$ cat config.mk
export PLATFORM = sky130hd
export DESIGN_NAME = lifo_stack_with_search
export DESIGN_NICKNAME = d
export VERILOG_FILES = /design/src/design/lss_pkg.sv /design/src/design/lss_cell.sv /design/src/design/lifo_stack_with_search.sv
export VERILOG_INCLUDE_DIRS = /design/src /design/src/design
export SDC_FILE = /design/constraint.sdc
export NUM_CORES = 1
export LEC_CHECK = 0
export BUFFER_PORTS_ARGS = -buffer_cell sky130_fd_sc_hd__buf_2
export CAP_MARGIN = 20
export CORE_MARGIN = 2
export CORE_UTILIZATION = 60
export CTS_CLUSTER_SIZE = 16
export DETAILED_ROUTE_END_ITERATION = 7
export PLACE_DENSITY = 0.77
export SETUP_SLACK_MARGIN = 0.02
export SLEW_MARGIN = 0
export SYNTH_ARGS = -nofsm -noshare
export SYNTH_HDL_FRONTEND = slang
export SYNTH_SLANG_ARGS = --single-unit
$ cat constraint.sdc
create_clock -name i_clk -period 23 [get_ports i_clk]
set_input_delay 4.6 -clock i_clk [delete_from_list [all_inputs] [get_ports i_clk]]
set_output_delay 4.6 -clock i_clk [all_outputs]
set_load 0.05 [all_outputs]
$ cat src/design/lifo_stack_with_search_macros.svh
// assertion macros shared by the lifo stack with search design
`ifndef LIFO_STACK_WITH_SEARCH_MACROS_SVH
`define LIFO_STACK_WITH_SEARCH_MACROS_SVH

// same-cycle implication, checked on every rising clock edge out of reset
`define LSS_ASSERT_NOW(label, ante, cons) \
    label: assert property (@(posedge i_clk) disable iff (!i_rst_n) (ante) |-> (cons)) \
        else $error("lss assertion failed");

// next-cycle implication
`define LSS_ASSERT_NEXT(label, ante, cons) \
    label: assert property (@(posedge i_clk) disable iff (!i_rst_n) (ante) |=> (cons)) \
        else $error("lss assertion failed");

`endif

$ cat src/design/lss_pkg.sv
// types and constants of the lifo stack with search
`timescale 1ns / 1ps

package lss_pkg;

    localparam int DEPTH  = 16;
    localparam int DATA_W = 32;
    localparam int CMD_W  = 3;
    localparam int STAT_W = 3;
    localparam int POS_W  = 5;
    localparam int CNT_W  = $clog2(DEPTH + 1);
    localparam int STEP_W = $clog2(DEPTH);

    typedef enum logic [CMD_W-1:0] {
        CMD_PUSH   = 3'd0,
        CMD_POP    = 3'd1,
        CMD_CLEAR  = 3'd2,
        CMD_SEARCH = 3'd3,
        CMD_READ   = 3'd4
    } t_cmd;

    typedef enum logic [STAT_W-1:0] {
        STAT_OK      = 3'd0,
        STAT_EMPTY   = 3'd1,
        STAT_FULL    = 3'd2,
        STAT_RANGE   = 3'd3,
        STAT_NOMATCH = 3'd4
    } t_status;

    // hold, take the word from the neighbor nearer the top, or from the one below
    typedef enum logic [1:0] {
        CELL_HOLD,
        CELL_SHIFT_DOWN,
        CELL_SHIFT_UP
    } t_cell_op;

    typedef enum logic [1:0] {
        ST_IDLE,
        ST_SCAN,
        ST_FINISH
    } t_state;

endpackage

$ cat src/design/lss_cell.sv
// one storage cell of the stack chain
`timescale 1ns / 1ps

module lss_cell (
    input  logic                       i_clk,
    input  lss_pkg::t_cell_op          i_op,
    input  logic [lss_pkg::DATA_W-1:0] i_from_up,
    input  logic [lss_pkg::DATA_W-1:0] i_from_down,
    output logic [lss_pkg::DATA_W-1:0] o_data
);

    logic [lss_pkg::DATA_W-1:0] r_data;
    logic [lss_pkg::DATA_W-1:0] n_data;

    always_comb begin
        case (i_op)
            lss_pkg::CELL_SHIFT_DOWN: n_data = i_from_up;
            lss_pkg::CELL_SHIFT_UP:   n_data = i_from_down;
            default:                  n_data = r_data;
        endcase
    end

    always_ff @(posedge i_clk) begin
        r_data <= n_data;
    end

    assign o_data = r_data;

endmodule

$ cat src/design/lifo_stack_with_search.sv
// Push, pop, clear, an out-of-range read and unknown codes: result strobe in the cycle
// after the request, busy stays low, so one request per cycle.
// Search and in-range read rotate the cell chain once round in the scan state; search then
// adds a finish state for the final result; busy stays high in the scan and finish states.
// Results are strobed for one cycle each; the receiver cannot stall them.
// Synchronous active-low reset empties the stack; cell contents are undefined until pushed.
`timescale 1ns / 1ps

module lifo_stack_with_search (
    input  logic                       i_clk,
    input  logic                       i_rst_n,
    input  logic                       i_start,
    input  logic [lss_pkg::CMD_W-1:0]  i_cmd,
    input  logic [lss_pkg::DATA_W-1:0] i_value,
    input  logic [lss_pkg::POS_W-1:0]  i_position,
    output logic                       o_busy,
    output logic                       o_valid,
    output logic [lss_pkg::STAT_W-1:0] o_status,
    output logic [lss_pkg::POS_W-1:0]  o_found_position,
    output logic [lss_pkg::DATA_W-1:0] o_data,
    output logic [lss_pkg::POS_W-1:0]  o_fill_count,
    output logic                       o_last
);

`include "lifo_stack_with_search_macros.svh"

    lss_pkg::t_state             r_state, n_state;
    logic [lss_pkg::CNT_W-1:0]   r_occ, n_occ;
    logic [lss_pkg::STEP_W-1:0]  r_step, n_step;
    logic                        r_is_read, n_is_read;
    logic [lss_pkg::DATA_W-1:0]  r_key, n_key;
    logic [lss_pkg::POS_W-1:0]   r_pos, n_pos;
    logic                        r_pend_vld, n_pend_vld;
    logic [lss_pkg::POS_W-1:0]   r_pend_pos, n_pend_pos;
    logic [lss_pkg::DATA_W-1:0]  r_pend_data, n_pend_data;
    logic                        r_valid, n_valid;
    lss_pkg::t_status            r_status, n_status;
    logic [lss_pkg::POS_W-1:0]   r_fpos, n_fpos;
    logic [lss_pkg::DATA_W-1:0]  r_odata, n_odata;
    logic [lss_pkg::POS_W-1:0]   r_fill, n_fill;
    logic                        r_last, n_last;

    lss_pkg::t_cell_op           w_op;
    logic [lss_pkg::DATA_W-1:0]  w_cell [lss_pkg::DEPTH];
    logic [lss_pkg::POS_W-1:0]   w_cur_pos;
    logic                        w_accept;

    // cell 0 is the top; rotating up walks every entry past it and wraps back
    for (genvar k = 0; k < lss_pkg::DEPTH; k++) begin : g_cell
        logic [lss_pkg::DATA_W-1:0] w_up;
        logic [lss_pkg::DATA_W-1:0] w_down;
        if (k == 0) begin : g_top
            assign w_up = i_value;
        end else begin : g_mid_up
            assign w_up = w_cell[k-1];
        end
        if (k == lss_pkg::DEPTH - 1) begin : g_bottom
            assign w_down = w_cell[0];
        end else begin : g_mid_down
            assign w_down = w_cell[k+1];
        end
        lss_cell u_cell (
            .i_clk       (i_clk),
            .i_op        (w_op),
            .i_from_up   (w_up),
            .i_from_down (w_down),
            .o_data      (w_cell[k])
        );
    end

    assign w_accept  = i_start && (r_state == lss_pkg::ST_IDLE);
    assign w_cur_pos = lss_pkg::POS_W'(r_step) + lss_pkg::POS_W'(1);

    always_comb begin
        n_state     = r_state;
        n_occ       = r_occ;
        n_step      = r_step;
        n_is_read   = r_is_read;
        n_key       = r_key;
        n_pos       = r_pos;
        n_pend_vld  = r_pend_vld;
        n_pend_pos  = r_pend_pos;
        n_pend_data = r_pend_data;
        n_valid     = 1'b0;
        n_status    = r_status;
        n_fpos      = r_fpos;
        n_odata     = r_odata;
        n_fill      = r_fill;
        n_last      = r_last;
        w_op        = lss_pkg::CELL_HOLD;

        unique case (r_state)
            lss_pkg::ST_IDLE: begin
                if (w_accept) begin
                    n_valid  = 1'b1;
                    n_status = lss_pkg::STAT_OK;
                    n_fpos   = '0;
                    n_odata  = '0;
                    n_last   = 1'b1;
                    n_key    = i_value;
                    n_pos    = i_position;
                    n_step   = '0;
                    n_pend_vld = 1'b0;
                    unique case (i_cmd)
                        lss_pkg::CMD_PUSH: begin
                            if (r_occ == lss_pkg::CNT_W'(lss_pkg::DEPTH)) begin
                                n_status = lss_pkg::STAT_FULL;
                            end else begin
                                w_op  = lss_pkg::CELL_SHIFT_DOWN;
                                n_occ = r_occ + lss_pkg::CNT_W'(1);
                            end
                        end
                        lss_pkg::CMD_POP: begin
                            if (r_occ == '0) begin
                                n_status = lss_pkg::STAT_EMPTY;
                            end else begin
                                w_op  = lss_pkg::CELL_SHIFT_UP;
                                n_occ = r_occ - lss_pkg::CNT_W'(1);
                            end
                        end
                        lss_pkg::CMD_CLEAR: begin
                            n_occ = '0;
                        end
                        lss_pkg::CMD_SEARCH: begin
                            n_valid   = 1'b0;
                            n_is_read = 1'b0;
                            n_state   = lss_pkg::ST_SCAN;
                        end
                        lss_pkg::CMD_READ: begin
                            if (i_position == '0 || i_position > lss_pkg::POS_W'(r_occ)) begin
                                n_status = lss_pkg::STAT_RANGE;
                            end else begin
                                n_valid   = 1'b0;
                                n_is_read = 1'b1;
                                n_state   = lss_pkg::ST_SCAN;
                            end
                        end
                        default: begin
                        end
                    endcase
                    n_fill = lss_pkg::POS_W'(n_occ);
                end
            end
            lss_pkg::ST_SCAN: begin
                w_op   = lss_pkg::CELL_SHIFT_UP;
                n_step = r_step + lss_pkg::STEP_W'(1);
                n_fill = lss_pkg::POS_W'(r_occ);
                if (r_is_read) begin
                    if (w_cur_pos == r_pos) begin
                        n_valid  = 1'b1;
                        n_status = lss_pkg::STAT_OK;
                        n_fpos   = w_cur_pos;
                        n_odata  = w_cell[0];
                        n_last   = 1'b1;
                    end
                end else if (lss_pkg::CNT_W'(r_step) < r_occ && w_cell[0] == r_key) begin
                    // hold each match back until the next one is found so the final one can carry last
                    if (r_pend_vld) begin
                        n_valid  = 1'b1;
                        n_status = lss_pkg::STAT_OK;
                        n_fpos   = r_pend_pos;
                        n_odata  = r_pend_data;
                        n_last   = 1'b0;
                    end
                    n_pend_vld  = 1'b1;
                    n_pend_pos  = w_cur_pos;
                    n_pend_data = w_cell[0];
                end
                if (r_step == lss_pkg::STEP_W'(lss_pkg::DEPTH - 1)) begin
                    n_state = r_is_read ? lss_pkg::ST_IDLE : lss_pkg::ST_FINISH;
                end
            end
            lss_pkg::ST_FINISH: begin
                n_valid = 1'b1;
                n_last  = 1'b1;
                n_fill  = lss_pkg::POS_W'(r_occ);
                if (r_pend_vld) begin
                    n_status = lss_pkg::STAT_OK;
                    n_fpos   = r_pend_pos;
                    n_odata  = r_pend_data;
                end else begin
                    n_status = lss_pkg::STAT_NOMATCH;
                    n_fpos   = '0;
                    n_odata  = '0;
                end
                n_pend_vld = 1'b0;
                n_state    = lss_pkg::ST_IDLE;
            end
            default: begin
                n_state = lss_pkg::ST_IDLE;
            end
        endcase
    end

    always_ff @(posedge i_clk) begin
        if (!i_rst_n) begin
            r_state    <= lss_pkg::ST_IDLE;
            r_occ      <= '0;
            r_step     <= '0;
            r_pend_vld <= 1'b0;
            r_valid    <= 1'b0;
        end else begin
            r_state    <= n_state;
            r_occ      <= n_occ;
            r_step     <= n_step;
            r_pend_vld <= n_pend_vld;
            r_valid    <= n_valid;
        end
    end

    always_ff @(posedge i_clk) begin
        r_is_read   <= n_is_read;
        r_key       <= n_key;
        r_pos       <= n_pos;
        r_pend_pos  <= n_pend_pos;
        r_pend_data <= n_pend_data;
        r_status    <= n_status;
        r_fpos      <= n_fpos;
        r_odata     <= n_odata;
        r_fill      <= n_fill;
        r_last      <= n_last;
    end

    assign o_busy           = (r_state != lss_pkg::ST_IDLE);
    assign o_valid          = r_valid;
    assign o_status         = r_status;
    assign o_found_position = r_fpos;
    assign o_data           = r_odata;
    assign o_fill_count     = r_fill;
    assign o_last           = r_last;

    `LSS_ASSERT_NOW(a_occ_bound, 1'b1, r_occ <= lss_pkg::CNT_W'(lss_pkg::DEPTH))
    `LSS_ASSERT_NEXT(a_occ_stable_scan, r_state == lss_pkg::ST_SCAN, $stable(r_occ))
    `LSS_ASSERT_NOW(a_nomatch_final,
        o_valid && o_status == lss_pkg::STAT_NOMATCH, o_last && o_found_position == '0)
    `LSS_ASSERT_NEXT(a_search_busy,
        i_start && !o_busy && i_cmd == lss_pkg::CMD_SEARCH, o_busy && !o_valid)

endmodule

After elaboration in Yosys (flattened, before gate mapping)
Index checks and enable logic that the tools add are counted.
W data, S select, Z words.
- $add $sub $neg: 4
- magnitude comparators: 2
- equal/unequal tests: 22
- multiplexer cells: 79
- bitwise operators: 1
- reduce and logical (&&, ||, !) cells: 22
- operator list (cell ; count):
    $pmux W32 S2 ; 16
    $mux W32 ; 6
    $pmux W32 S3 ; 1
    $mux W5 ; 9
    $eq A32 B32 Y1 ; 1
    $pmux W5 S3 ; 2
    $mux W3 ; 6
    $mux W1 ; 17
    $mux W2 ; 8
    $pmux W2 S2 ; 4
    $ne A3 B3 Y1 const B ; 4
    $reduce_and A4 Y1 ; 3
    $logic_not A5 Y1 ; 2
    $ne A2 B2 Y1 const B ; 5
    $pmux W5 S2 ; 1
    $reduce_bool A2 Y1 ; 5
    $pmux W1 S3 ; 3
    $pmux W3 S3 ; 1
    $pmux W4 S2 ; 1
    $eq A3 B2 Y1 const B ; 2
    $pmux W2 S3 ; 1
    $reduce_and A2 Y1 ; 3
    $add A4 B1 Y5 const B ; 1
    $add A5 B1 Y5 const B ; 1
    23 further kinds ; 27
- register bits after elaboration: 646
- input port bits: 43
- output and inout bits: 48

Logic depth before layout (Yosys ltp)
Gate-level depths: netlist of the first run.
- depth in word-level cells: 7
- depth in mapped cells: 10
- depth with buffers taken out: 8

By module
From an unflattened synthesis of the first run, not the netlist that was laid out.
- cells, all modules: 1584
- area, all modules: 30434.2 µm²
- modules (own cells, without submodules) (module ; instances ; cells an instance ; area an instance (µm²) ; seq. area each (µm²)):
    lss_cell ; 16 ; 71 ; 1525.2 ; 960.9
    lifo_stack_with_search ; 1 ; 448 ; 6030.8 ; 3893.7

Worst setup path after synthesis of the first run
No wires, ideal clock.
- path type: input port to flip-flop
- from: in i_start
- to: reg g_cell[0].u_cell.r_data (netlist bit g_cell[0].u_cell.o_data[0]), enable pin
- setup time: 860 ps
- arrival: 15899 ps
- path slack: 6240 ps
- stages: 5
- path through: nand2_1 > inv_1 > a21o_1 > ha_1 > inv_1
- longest elaborated chain between the ends: 5
- elaborated cells on any way between the ends: 6
- RTL lines (element ; line ; source):
    start, declared ; lifo_stack_with_search.sv:12 ; input logic i_start,
    $logic_and A1 B1 Y1 (*) ; lifo_stack_with_search.sv:71 ; assign w_accept = i_start && (r_state == lss_pkg::ST_IDLE);
    $mux W2 (*) ; lifo_stack_with_search.sv:94 ; if (w_accept) begin
    $pmux W2 S2 (*) ; lifo_stack_with_search.sv:92 ; unique case (r_state)
    $eq A2 B1 Y1 / $eq A2 B2 Y1 (equally long branches) ; lss_cell.sv:16 ; case (i_op)
    $reduce_bool A2 Y1 (no line) (*) ; -- ;
    end signal, assigned ; lss_cell.sv:24 ; r_data <= n_data;
    end, declared ; lss_cell.sv:12 ; logic [lss_pkg::DATA_W-1:0] r_data;
Mark *: on every way between the ends. The rest lies on a longest branch, timed or not.
A chain may end at the register's enable or synchronous reset.

Worst setup path in the final report of the first run
- from: in i_cmd[0] (netlist bit)
- to: reg g_cell[1].u_cell.r_data (netlist bit g_cell[1].u_cell.o_data[0]), data pin
- longest elaborated chain between the ends: 6
- elaborated cells on any way between the ends: 8
- RTL lines (element ; line ; source):
    start, declared ; lifo_stack_with_search.sv:13 ; input logic [lss_pkg::CMD_W-1:0] i_cmd,
    $eq A3 B1 Y1 / $logic_not A3 Y1 (equally long branches) ; lifo_stack_with_search.sv:104 ; unique case (i_cmd)
    $pmux W2 S2 (*) ; lifo_stack_with_search.sv:104 ;
    $mux W2 (*) ; lifo_stack_with_search.sv:94 ;
    $pmux W2 S2 (*) ; lifo_stack_with_search.sv:92 ;
    $eq A2 B2 Y1 / $eq A2 B1 Y1 (equally long branches) ; lss_cell.sv:16 ;
    $pmux W32 S2 (*) ; lss_cell.sv:16 ;
    via g_cell[1].u_cell.n_data (one bit) ; lss_cell.sv:13 ; logic [lss_pkg::DATA_W-1:0] n_data;
    end signal, assigned ; lss_cell.sv:24 ;
    end, declared ; lss_cell.sv:12 ;
Mark *: on every way through the listed nets, which the timed path passes. The rest lies on a longest branch.

==> results of run 1 <==
-- report_power, final --
part / internal, mW / switching [mW]
Clock: 0.552 / 0.415
Combinational: 0.0945 / 0.125
Sequential: 1.39 / 0.0351
-- cells in the mapped netlist (3+ instances only) --
cell type,number
a31oi_1,3
a211oi_1,3
buf_2,49
o31ai_1,3
clkbuf_1,24
mux2_2,512
edfxtp_1,633
nor4_1,7
nor2_1,15
o21ai_0,11
inv_1,18
a22oi_1,39
ha_1,16
nand4b_1,3
nand3_1,9
nor2b_1,40
xnor2_1,5
a21oi_1,10
xor2_1,32
and2_1,3
nand2b_1,5
a21o_1,5
nor3_1,6
dfxtp_1,13
nand2_1,14
-- worst paths after layout --
check,startpoint,end,slack [ps],depth (start not counted)
worst max-delay path,i_cmd[0],g_cell[1].u_cell.o_data[0]$_DFFE_PP_,14170,9
worst min-delay path,r_state[1]$_SDFFE_PN0P_,r_state[1]$_SDFFE_PN0P_,520,2
worst max register to register,r_occ[0]$_SDFFE_PN0P_,g_cell[1].u_cell.o_data[0]$_DFFE_PP_,17580,10
worst min register to register,r_state[1]$_SDFFE_PN0P_,r_state[1]$_SDFFE_PN0P_,520,2
-- state kept, by name, summed over array words and instances, names as in the netlist, 2 cells and up --
signal,count
g_cell.u_cell.o_data,512
o_data,32
o_fill_count,5
o_found_position,5
o_status,3
r_key,32
r_occ,5
r_pend_data,32
r_pend_pos,5
r_pos,5
r_state,2
r_step,4
-- per-stage QoR --
| stage | instances | instance area (um^2) | power [mW] | worst slack (ps) |
|---|---|---|---|---|
| floorplan | 1516 | 27400 | 1.64 | 6240 |
| global placement | 2140 | 28400 | 1.66 | 13700 |
| detailed placement | 2140 | 28400 | 1.67 | 13590 |
| CTS | 2251 | 30300 | 2.64 | 14170 |
| global route | 2253 | 30400 | 2.71 | 13780 |
| finish | 2253 | 30400 | 2.61 | 14170 |
-- logic make-up (layout without fill, tap and decap cells) --
group | Yosys count | after routing
xor+xnor | 37 | 37
mux | 514 | 514
simple gates | 119 | 119
flops | 646 | 646
compound gates | 91 | 91
fa+ha+maj | 16 | 16
buf+inv | 93 | 230
-- routing by layer --
layer	GRT usage, %	share of wire, %	vias up	routed length (um)
met3	3.60	5.2	67	2400
met4	6.99	2.1	0	979
met5	0	0	-	0
met2	30.9	48	334	21800
met1	27.4	45	6688	20600
li1	-	-	6160	-
-- layout make-up --
type	count	area [um^2]	share of cell area, %
sequential	646	19300	63.5
multi-input combinational	777	7720	25.4
clock buffer	86	1810	5.96
tap	600	751	2.47
timing repair buffer	101	603	1.99
clock inverter	25	123	0.404
inverter	18	75.1	0.247
-- cell usage in the layout (no fill, tap or decap), types with 13 or more instances in the layout --
master / count
edfxtp_1: 633
buf_2: 90
clkbuf_1: 15
a22oi_1: 39
inv_1: 16
nand2_1: 13
mux2_2: 512
nor2b_1: 40
ha_1: 15
nor2_1: 15
dfxtp_1: 13
xor2_1: 32
clkbuf_16: 69
-- worst reg2reg max path: cells and delay by family, from the launching register on --
family | cells | cell delay, ps
buf+inv | 4 | 2470
fa+ha+maj | 2 | 940
simple gates | 2 | 590
flops | 1 | 510
mux | 1 | 440
compound gates | 1 | 230
==> impl_metrics.toml, run 1 <==
[worst_setup_path]
cp.arrival_ps = 9140
cp_data_required_time_ps = 23320
endpoint_kind = "flop"
crit_type = "input pin to flop"
critPathMaxStageDelay_ps = 730
crit_chain = "buf_2 -> nor2b_1 -> nor3b_2 -> a21o_1 -> ha_4 -> buf_12 -> buf_12 -> buf_4 -> mux2_2"
worstPathBufferInverterCount = 4
critPathLaunchType = "input pin"
cpLargestDelayFamily = "buffers and inverters"
cp_slowest_cell = "buf_12"
critPathMaxFanout = 204
path_common_cell = "buf_12"

[logic_synthesis]
syn_avg_cell_area_um2 = 18.1
synth_xor_area_share_pct = 1.18
ys.flop_type = "edfxtp_1"
synth_area_leaders = "edfxtp_1 69%, mux2_2 21%, a22oi_1 1.1%"
synth_edf_count = 633
netlist_instances = 1516
synth_compound_area_share_pct = 2.45
yosysTopAreaCell = "edfxtp_1"
synth_top_family_by_area = "multiplexers"
yosysSeqAreaShare_pct = 70.4
ys_seq_elements = 646
synthSimpleGateAreaFrac_pct = 2.61
yosys.area_share.adder_pct = 0.731
ys_warn_count = 0
muxShareOfSynthArea_pct = 21.1
synthesis.nets = 1575
synth_cell_types = 54
async_flop_share_pct = 0
netlist_area_mm2 = 0.0274
synth_top_area_share_pct = 69.4

[final_layout]
syn2layout_area_growth_pct = 10.9
final_util_pct = 67.2
final_layout_size_suffix_gt1_share_pct = 43.0
nFillCells = 2945
diodes = 0
nets = 1669

[sta]
slew-limit-headroom_pct = 20.7
fin_skew_ps = 26.6
rsz0062_at_grt = "no"
maxSlewViolCount = 0
worstMarginPinSlew_ps = 1190
final-hold-violation-count = 0
fin_crit_sh_pct = 38.4
fin_tns_setup_ps = 0
fmax_ghz = 0.113
fin_crit_ps = 8830
finalSetupViolCount = 0
whs_ps = 520

[grt]
grtUsageTotal_pct = 19.5
grt_pass1_vias = 13351
antenna_found_initial = 0
grt_max_degree = 219
grt_pass1_wl_mm = 72.2
overflow = 0

[cts]
cts_tree = "done"
clk-insertion-delay-late_ps = 580
clk_path_buf_depth = 3
clock_sinks = 646
clk_pin_slew_worst_paths_ps = 60
cts-root-buf = "clkbuf_16"
htree_num_levels = 3
cts_setup_buffers = 0
postCtsHoldBufs = 0
cts-resized-gates = 0
numCtsBuffers = 66

[route]
drt_pass1_iterations = 5
drc = 0
routed_wirelength_mm = 45.7
via_per_inst = 5.88
ant_nets = 0
drt_iter0_drc = 1349
wl_per_cell_um = 20.3
vias = 13249

[worst_hold_path]
hp-class = "flop to flop"

[power]
powerDensity_mw_per_mm2 = 86.1
peakVddDrop_v = 0.0000596
p_leak_nw = 9.86

[floorplan]
initial_utilization_pct = 60.6
die_w_um = 218
ios = 91
die_y_um = 218
die-area_mm2 = 0.0474
fp-row-count = 78
fp.coreArea_mm2 = 0.0452

[placed_design]
gp_congestion = 0.863
dp_hpwl_mm = 27.5
port_buffers = 90

[job]
maxCapViolations = 0

[status]
status = "finished, final reports clean"
(Power assumes the default switching activity.)
==> inputs of run 2 (changes only) <==
clock period = 8.2 ns   (was 23 ns; I/O delays follow)
==> run 2 against run 1 <==
Against the previous run: flip-flop and latch count stayed put; worst setup slack got worse by 10000 ps; core utilization is 0.40 points higher; cell area increased by 0.59%; wire length shrank 0.13%; clock skew is 5.6 ps lower; power grew to 2.9 times the previous value; clock power rose to 2.9 times the previous value; final cell count is 0.27% higher; non-clock buffer count is 2 higher; sequential power grew to 2.8 times the previous value; global-route usage down 0.17 points; critical path type unchanged; critical endpoint is now g_cell[2].u_cell.o_data[0]$_DFFE_PP_.
==> impl_metrics.toml, run 2 (synthesis results as in run 1) <==
[route]
routed_wirelength_mm = 45.6
drc = 0
drt_iter0_drc = 1454
via_per_inst = 5.85
wl_per_cell_um = 20.2
drt_pass1_iterations = 5
ant_nets = 0
vias = 13207

[grt]
overflow = 0
grtUsageTotal_pct = 19.3
grt_pass1_vias = 13142
grt_pass1_wl_mm = 71.7
grt_max_degree = 170
antenna_found_initial = 1

[final_layout]
nets = 1671
largest_register_ffs = 512
instances_no_fill = 2259
diodes = 0
syn2layout_area_growth_pct = 11.5
final_cell_mix = "633 x edfxtp_1, 512 x mux2_2, 90 x buf_2"
final_common_cell = "edfxtp_1"
final_util_pct = 67.6
final_layout_size_suffix_gt1_share_pct = 42.8

[worst_setup_path]
cp_data_required_time_ps = 8510
r2r_start = "r_occ[0]$_SDFFE_PN0P_"
cp.arrival_ps = 4660
critPathMaxFanout = 156
crit_type = "input pin to flop"
worstRegToRegCells = 8
critPathLaunchType = "input pin"
endpoint_kind = "flop"
r2r-end = "g_cell[2].u_cell.o_data[0]$_DFFE_PP_"
r2r_slack_ps = 4260

[cts]
cts-root-buf = "clkbuf_16"
clk_pin_slew_worst_paths_ps = 60
cts_tree = "done"
clk_path_buf_depth = 3
clk-insertion-delay-late_ps = 580
clock_sinks = 646
postCtsHoldBufs = 0
cts_setup_buffers = 0
cts-resized-gates = 0
htree_num_levels = 3
numCtsBuffers = 66

[placed_design]
gp_congestion = 0.846
placed_cells = 2141
port_buffers = 90
dp_slack_ps = 2780
dp_hpwl_mm = 27.3

[floorplan]
initial_utilization_pct = 60.6
die_w_um = 218
fp-row-count = 78
die-area_mm2 = 0.0474
fp.coreArea_mm2 = 0.0452
die_y_um = 218
ios = 91

[job]
maxCapViolations = 0

[power]
powerDensity_mw_per_mm2 = 244
switching_share_pct = 21.7
p_int_mw = 5.84
p_leak_nw = 9.91
power_frac_seq_pct = 53.6
clkPwrFrac_pct = 38.1
power.net_switching_mw = 1.62
p_comb_share_pct = 8.3
peakVddDrop_v = 0.000140

[sta]
slew-limit-headroom_pct = 32.0
setup_slack_ps = 3860
rsz0062_at_grt = "no"
final-hold-violation-count = 0
fin_crit_ps = 4340
fmax_ghz = 0.230
whs_ps = 519
maxSlewViolCount = 0
fin_tns_setup_ps = 0
fin_crit_sh_pct = 53.0
worstMarginPinSlew_ps = 1020
fin_skew_ps = 20.9
finalSetupViolCount = 0

[worst_hold_path]
whs_path_depth = 2
hp-start = "r_state[1]$_SDFFE_PN0P_"
hp-class = "flop to flop"
hold-path-endpoint = "r_state[1]$_SDFFE_PN0P_"

[status]
status = "finished, final reports clean"
[run 2: cell types whose count changed in the layout (fill, tap and decap cells not counted), sizes merged]
cell / before / now
clkinvlp: 0 / 2
clkbuf: 86 / 90
clkinv: 23 / 19
inv: 20 / 18
bufinv: 0 / 4
buf: 101 / 103
[run 2: worst max path at each step]
stage	startpoint	end	slack [ps]	depth (start not counted)
detailed placement	i_start	g_cell[9].u_cell.o_data[0]$_DFFE_PP_	2780	7
global route	i_cmd[0]	g_cell[2].u_cell.o_data[30]$_DFFE_PP_	3690	7
finish	i_cmd[0]	g_cell[2].u_cell.o_data[0]$_DFFE_PP_	3860	7
CTS	i_start	g_cell[2].u_cell.o_data[0]$_DFFE_PP_	3370	7
floorplan	i_start	g_cell[0].u_cell.o_data[0]$_DFFE_PP_	-2750	5
global placement	i_start	g_cell[0].u_cell.o_data[1]$_DFFE_PP_	2850	7
[run 2: metal layers]
metal | GRT usage, % | routed length, um
met5 | 0 | 13
met4 | 5.94 | 746
met3 | 3.72 | 2440
met2 | 29.8 | 21300
met1 | 28.3 | 21100
[run 2: critical path, cell delays in order]
cell and delay [ps]:
buf_2 190, nor2b_1 210, nor3b_2 430, a21o_1 210, ha_4 730, buf_12 540, mux2_2 430
[run 2: per-stage QoR]
step           cell area (um^2)  power, mW
3_5_place_dp              28400       4.68
2_1_floorplan             27400       4.57
6_report                  30500       7.46
5_1_grt                   30500       7.72
4_1_cts                   30500       7.53
3_3_place_gp              28400       4.65
[run 2: layout make-up]
type / count / area (um^2)
Sequential cell: 646 / 19300
Inverter: 18 / 75.1
Timing Repair Buffer: 103 / 668
Tap cell: 600 / 751
Clock inverter: 25 / 215
Fill cell: 2905 / 14700
Multi-Input combinational cell: 777 / 7740
Clock buffer: 90 / 1820
[run 2: power by group through the flow]
stage | logic, mW | clock network [mW] | registers, mW
2_1_floorplan | 0.414 | 0 | 4.16
3_3_place_gp | 0.589 | 0 | 4.06
3_5_place_dp | 0.614 | 0 | 4.07
4_1_cts | 0.618 | 2.91 | 4.00
5_1_grt | 0.664 | 3.04 | 4.02
6_report | 0.617 | 2.84 | 4.00
